**config.mk**
```make
export PLATFORM = sky130hd
export DESIGN_NAME = btpt_ctrl
export DESIGN_NICKNAME = d
export VERILOG_FILES = /design/src/hdl/btpt_pkg.sv /design/src/hdl/btpt_ctrl.sv
export SDC_FILE = /design/constraint.sdc
export NUM_CORES = 1
export LEC_CHECK = 0
export BUFFER_PORTS_ARGS = -buffer_cell sky130_fd_sc_hd__buf_4
export CORE_MARGIN = 5
export CORE_UTILIZATION = 42
export DETAILED_ROUTE_END_ITERATION = 6
export GPL_ROUTABILITY_DRIVEN = 0
export PLACE_DENSITY = 0.78
export SETUP_SLACK_MARGIN = 0.1
export SYNTH_ARGS = -nofsm -noshare
export SYNTH_HDL_FRONTEND = slang
export SYNTH_SLANG_ARGS = --single-unit
```
**constraint.sdc**
```tcl
create_clock -name aclk -period 1.35 [get_ports aclk]
set_clock_uncertainty 0.1 [all_clocks]
set_input_delay 0.135 -clock aclk [delete_from_list [all_inputs] [get_ports aclk]]
set_output_delay 0.135 -clock aclk [all_outputs]
set_load 0.03 [all_outputs]
```
**src/hdl/btpt_pkg.sv**
```systemverilog
`default_nettype none
package btpt_pkg;

    localparam int NODES        = 1024;
    localparam int NODE_AW      = $clog2(NODES);
    localparam int COUNT_W      = $clog2(NODES + 1);
    localparam int VALUE_BITS   = 16;
    localparam int MAX_KEY_BITS = 32;
    localparam int KEY_LEN_W    = 6;
    localparam int PATH_DEPTH   = MAX_KEY_BITS + 1;
    localparam int PATH_AW      = $clog2(PATH_DEPTH);

    localparam logic [KEY_LEN_W-1:0] KEY_LEN_RESET = KEY_LEN_W'(MAX_KEY_BITS);

    typedef enum logic [1:0] {
        OP_ADD    = 2'd0,
        OP_REMOVE = 2'd1,
        OP_EXACT  = 2'd2,
        OP_LPM    = 2'd3
    } op_t;

    typedef enum logic [1:0] {
        ST_OK        = 2'd0,
        ST_NOT_FOUND = 2'd1,
        ST_FULL      = 2'd2
    } status_code_t;

    typedef struct packed {
        logic [NODE_AW-1:0]    child_zero;
        logic [NODE_AW-1:0]    child_one;
        logic [1:0]            flags;
        logic [VALUE_BITS-1:0] value;
        logic                  valid;
    } node_rec_t;

    typedef enum logic [3:0] {
        CMD_IDLE,
        CMD_LOAD,
        CMD_START,
        CMD_WAIT,
        CMD_WALK_CHK,
        CMD_DISPATCH,
        CMD_ALLOC_NEW,
        CMD_ALLOC_LINK,
        CMD_ADD_SET,
        CMD_PRUNE_WR,
        CMD_PATH_LOAD,
        CMD_PRUNE_MOD,
        CMD_RESP
    } cmd_t;

    typedef enum logic [3:0] {
        S_IDLE,
        S_START,
        S_WALK_RD,
        S_WALK_CHK,
        S_DISPATCH,
        S_ALLOC_RD,
        S_ALLOC_NEW,
        S_ALLOC_LINK,
        S_ADD_SET,
        S_PRUNE_WR,
        S_PRUNE_PRD,
        S_PRUNE_PCUR,
        S_PRUNE_NRD,
        S_PRUNE_MOD,
        S_RESP
    } state_t;

    typedef struct packed {
        op_t  op;
        logic root_present;
        logic walk_more;
        logic need_ok;
        logic exact_hit;
        logic n_le_len;
        logic n_lt_len;
        logic n_zero;
        logic len_zero;
        logic prune_stop;
        logic i_zero;
        logic out_free;
    } dp_status_t;

    function automatic logic key_bit(input logic [MAX_KEY_BITS-1:0] key,
                                     input logic [KEY_LEN_W-1:0] kl,
                                     input logic [KEY_LEN_W-1:0] level);
        logic [KEY_LEN_W-1:0] idx;
        idx = KEY_LEN_W'(kl - KEY_LEN_W'(1) - level);
        return key[idx[$clog2(MAX_KEY_BITS)-1:0]];
    endfunction

endpackage
`default_nettype wire

```
**src/hdl/btpt_ctrl.sv**
```systemverilog
`default_nettype none
module btpt_ctrl (
    input  wire logic                  aclk,
    input  wire logic                  aresetn,
    input  wire logic                  s_valid,
    output logic                       s_ready,
    input  wire btpt_pkg::dp_status_t  dp_status,
    output btpt_pkg::cmd_t             cmd
);
    import btpt_pkg::*;

    state_t state_reg, state_next;

    always_ff @(posedge aclk) begin
        if (!aresetn) begin
            state_reg <= S_IDLE;
        end else begin
            state_reg <= state_next;
        end
    end

    always_comb begin
        state_next = state_reg;
        cmd        = CMD_IDLE;
        s_ready    = 1'b0;
        unique case (state_reg)
            S_IDLE: begin
                s_ready = 1'b1;
                if (s_valid) begin
                    cmd        = CMD_LOAD;
                    state_next = S_START;
                end
            end
            S_START: begin
                cmd        = CMD_START;
                state_next = dp_status.root_present ? S_WALK_RD : S_DISPATCH;
            end
            S_WALK_RD: begin
                cmd        = CMD_WAIT;
                state_next = S_WALK_CHK;
            end
            S_WALK_CHK: begin
                cmd        = CMD_WALK_CHK;
                state_next = dp_status.walk_more ? S_WALK_RD : S_DISPATCH;
            end
            S_DISPATCH: begin
                cmd        = CMD_DISPATCH;
                state_next = S_RESP;
                unique case (dp_status.op)
                    OP_ADD: begin
                        if (dp_status.need_ok) begin
                            state_next = dp_status.n_le_len ? S_ALLOC_RD : S_ADD_SET;
                        end
                    end
                    OP_REMOVE: begin
                        if (dp_status.exact_hit) begin
                            state_next = S_PRUNE_WR;
                        end
                    end
                    OP_EXACT, OP_LPM: begin
                        state_next = S_RESP;
                    end
                endcase
            end
            S_ALLOC_RD: begin
                cmd        = CMD_WAIT;
                state_next = S_ALLOC_NEW;
            end
            S_ALLOC_NEW: begin
                cmd = CMD_ALLOC_NEW;
                if (!dp_status.n_zero) begin
                    state_next = S_ALLOC_LINK;
                end else begin
                    state_next = dp_status.len_zero ? S_ADD_SET : S_ALLOC_RD;
                end
            end
            S_ALLOC_LINK: begin
                cmd        = CMD_ALLOC_LINK;
                state_next = dp_status.n_lt_len ? S_ALLOC_RD : S_ADD_SET;
            end
            S_ADD_SET: begin
                cmd        = CMD_ADD_SET;
                state_next = S_RESP;
            end
            S_PRUNE_WR: begin
                cmd = CMD_PRUNE_WR;
                if (dp_status.prune_stop || dp_status.i_zero) begin
                    state_next = S_RESP;
                end else begin
                    state_next = S_PRUNE_PRD;
                end
            end
            S_PRUNE_PRD: begin
                cmd        = CMD_WAIT;
                state_next = S_PRUNE_PCUR;
            end
            S_PRUNE_PCUR: begin
                cmd        = CMD_PATH_LOAD;
                state_next = S_PRUNE_NRD;
            end
            S_PRUNE_NRD: begin
                cmd        = CMD_WAIT;
                state_next = S_PRUNE_MOD;
            end
            S_PRUNE_MOD: begin
                cmd        = CMD_PRUNE_MOD;
                state_next = S_PRUNE_WR;
            end
            S_RESP: begin
                cmd = CMD_RESP;
                if (dp_status.out_free) begin
                    state_next = S_IDLE;
                end
            end
            default: begin
                state_next = S_IDLE;
            end
        endcase
    end

endmodule
`default_nettype wire

```
==> flow_metrics.env <==
export IMPL_status="finished with violations"
export IMPL_violated_checks="setup timing"
export IMPL_synth_net_count=92
export IMPL_postCtsHoldBufs=0
export IMPL_series_of_cell_instances_along_the_critical_path="and2b_4, buf_6, nor2_1, o211a_2, buf_6"
export IMPL_final_min_clock_period_ps=1607
export IMPL_number_of_antenna_violations_at_the_first_check_in_global_routing=0
export IMPL_numPortBuffers=20
export IMPL_netlist_top_cells_area="dfxtp_1 14%, o21ai_0 6.2%, a21oi_1 5.3%"
export IMPL_maxCapViolations=0
export IMPL_timing_critical_path_arrival_ps=1370
export IMPL_crit_buf_inv=2
export IMPL_hold_viol_final=0
export IMPL_maxClockFrequency_mhz=622.3
export IMPL_relSlewSlack_pct=75.64
export IMPL_clkSinkCount=4
export IMPL_tritoncts="yes"
export IMPL_worst_r2r_startpoint="state_reg[1]$_SDFFE_PN0P_"
export IMPL_synthesized_flop_and_latch_total=4
export IMPL_area_sequential_um2=92.59
export IMPL_vias_per_cell=6.304
export IMPL_min_period_over_period_pct=119.0
export IMPL_drc=0
export IMPL_drtAntennaViolNets=0
export IMPL_grt_first_pass_wirelength_mm=3.788
export IMPL_num_antenna_cells=0
export IMPL_areaGrowthSynthToFinish_pct=93.78
export IMPL_initial_core_utilization_pct=43.82
export IMPL_hold_class="input port to register"
export IMPL_route_final_wire_length_mm=2.303
export IMPL_cts_made_buffers=3
export IMPL_endpoints_failing_setup=9
export IMPL_setup_worst_path_class="register to primary output"
export IMPL_setup_repair_after_global_routing_missed_its_margin="yes"
export IMPL_floorplan_core_area_mm2=0.001285
export IMPL_largest_net_degree_at_the_start_of_global_routing=12
export IMPL_synth_edff_count=0
export IMPL_cts_root_buf="clkbuf_4"
export IMPL_grt_usage_pct=24.88
export IMPL_fin_ws_ps=-257.0
export IMPL_synthMostInstantiatedCell="o21ai_0"
export IMPL_power_density_mw_per_mm2=2601
export IMPL_gr_total_overflow=0
export IMPL_worstMarginPinSlew_ps=360.3
export IMPL_holdWs_ps=37.74
export IMPL_vias_after_detailed_routing=851
export IMPL_cpLargestDelayFamily="flip-flops"
export IMPL_seq_area_frac_synth_pct=14.22
export IMPL_synth_ff_type="dfxtp_1"
export IMPL_crit_path_max_fanout=4
export IMPL_netlist_top_cells_count="7 x o21ai_0, 6 x a21oi_1, 4 x dfxtp_1, 4 x inv_1"
export IMPL_die_area_mm2=0.002173
export IMPL_multi_input_area_um2=530.5
export IMPL_post_drt_wl_per_cell_um=17.06
export IMPL_post_synthesis_cell_count=76
export IMPL_cp_start_kind="register"
export IMPL_first_pass_iters=6
export IMPL_synth_top_area_share_pct=14.22
export IMPL_standard_cell_rows=13
export IMPL_cpPeakStageDelay_ps=360
export IMPL_clk_insertion_delay_late_ps=260
export IMPL_dieWidth_um=46.62
export IMPL_avgSynthCellArea_um2=7.408
export IMPL_synth_async_sr_flop_share_pct=0
export IMPL_dieHeight_um=46.62
export IMPL_clock_transition_at_path_regs_ps=50
export IMPL_cellLeakagePower_nw=0.4666
export IMPL_nFillCells=75
export IMPL_utilization_pct=84.91
export IMPL_worstHoldStart="aresetn"
export IMPL_final_layout_size_suffix_gt1_share_pct=61.67
export IMPL_ys_types=40
export IMPL_critPathSlowestCell="dfxtp_4"
export IMPL_fin_nets=138
export IMPL_cp_common_cell="buf_6"
export IMPL_largest_register_ffs=4
export IMPL_worst_ir_drop_vdd_v=0.001560
export IMPL_slew_viol_final=0
export IMPL_end_kind="primary output"
export IMPL_place_area_um2=930.9
export IMPL_synth_largest_area_cell="dfxtp_1"
export IMPL_synth_yosys_warnings=0
export IMPL_io_pins=21
export IMPL_max_clock_path_buffers=2
export IMPL_dp_cells=128
export IMPL_fin_tns_setup_ps=-1630
export IMPL_grt_pass1_vias=847
export IMPL_worst_setup_path_startpoint="state_reg[1]$_SDFFE_PN0P_"
export IMPL_final_cell_count_no_fill=135
export IMPL_dp_wirelength_mm=1.516
export IMPL_layout_cell_area_non_filler_mm2=0.001091
export IMPL_number_of_h_tree_levels=1
export IMPL_syn_std_cell_area_um2=563.0
export IMPL_detailedRoute_firstIterationViolations=20
export IMPL_worst_endpoint_required_ps=1120
==> cell families after synthesis <==
logic type,Yosys count,synth area share [%]
flip-flops,4,14.22
multiplexers,1,1.778
AO/OA/AOI/OAI,32,38.00
AND/OR/NAND/NOR,28,34.45
buffers and inverters,10,9.998
XOR/XNOR,1,1.556
==> worst reg2reg max path: cells and delay by family (launching register included) <==
family,cells,cell delay (ps)
AO/OA/AOI/OAI,3,520
buffers and inverters,2,240
AND/OR/NAND/NOR,1,210
flip-flops,1,360
==> metal layers <==
metal	track usage [%]	up-vias	part of all wire [%]
met5	0	-	0
met4	11.60	0	2.0
met3	1.563	5	5.4
met2	42.86	40	50
met1	31.11	419	43
li1	-	387	-
==> worst paths after layout <==
check | end | slack [ps] | cells after the start
worst max register to register | state_reg[3]$_SDFFE_PN0P_ | -180 | 6
worst max-delay path | cmd[1] | -260 | 5
worst min-delay path | state_reg[0]$_SDFFE_PN0P_ | 40 | 3
worst min register to register | state_reg[0]$_SDFFE_PN0P_ | 550 | 3
==> layout by cell type, fill, tap and decap left out, drive strengths merged, types with 2 or more instances in the layout <==
cell type and count:
a21oi 7, nand2b 3, nand2 3, a211oi 2
nand3 3, a31oi 3, nor3 2, and3b 3
dfxtp 4, buf 47, inv 4, clkbuf 3
o21ai 8, nor4b 2, o211ai 3, nor2 3
a311oi 2
==> stage by stage <==
stage / total power, mW / setup slack [ps]
after detailed placement: 2.200 / -125.1
after global routing: 2.991 / -291.1
after global placement: 2.163 / -108.8
final: 2.838 / -257.0
after floorplan: 1.504 / 15.97
after CTS: 2.761 / -244.5
==> final cells by class <==
cell class	count	area share, %
clock buffer	3	2.064
inverter	4	1.835
multi-input combinational	62	48.62
sequential	4	8.486
tap	15	1.720
timing repair buffer	47	37.27
==> repair_timing <==
item / 4_1_cts / 5_1_grt
endpoints found under the hold margin: 0 / 0
pin swaps: 7 / 4
buffers inserted: 3 / 1
endpoints found under the setup margin: 9 / 9
resized for setup: 30 / 1
==> power by group <==
part / switching [mW] / leakage (nW) / total [mW] / internal (mW)
clock: 0.0697 / 0.0138 / 0.171 / 0.101
combinational: 1.10 / 0.417 / 2.36 / 1.26
sequential: 0.108 / 0.0353 / 0.309 / 0.201
total: 1.28 / 0.467 / 2.84 / 1.56
(Power assumes the default switching activity.)
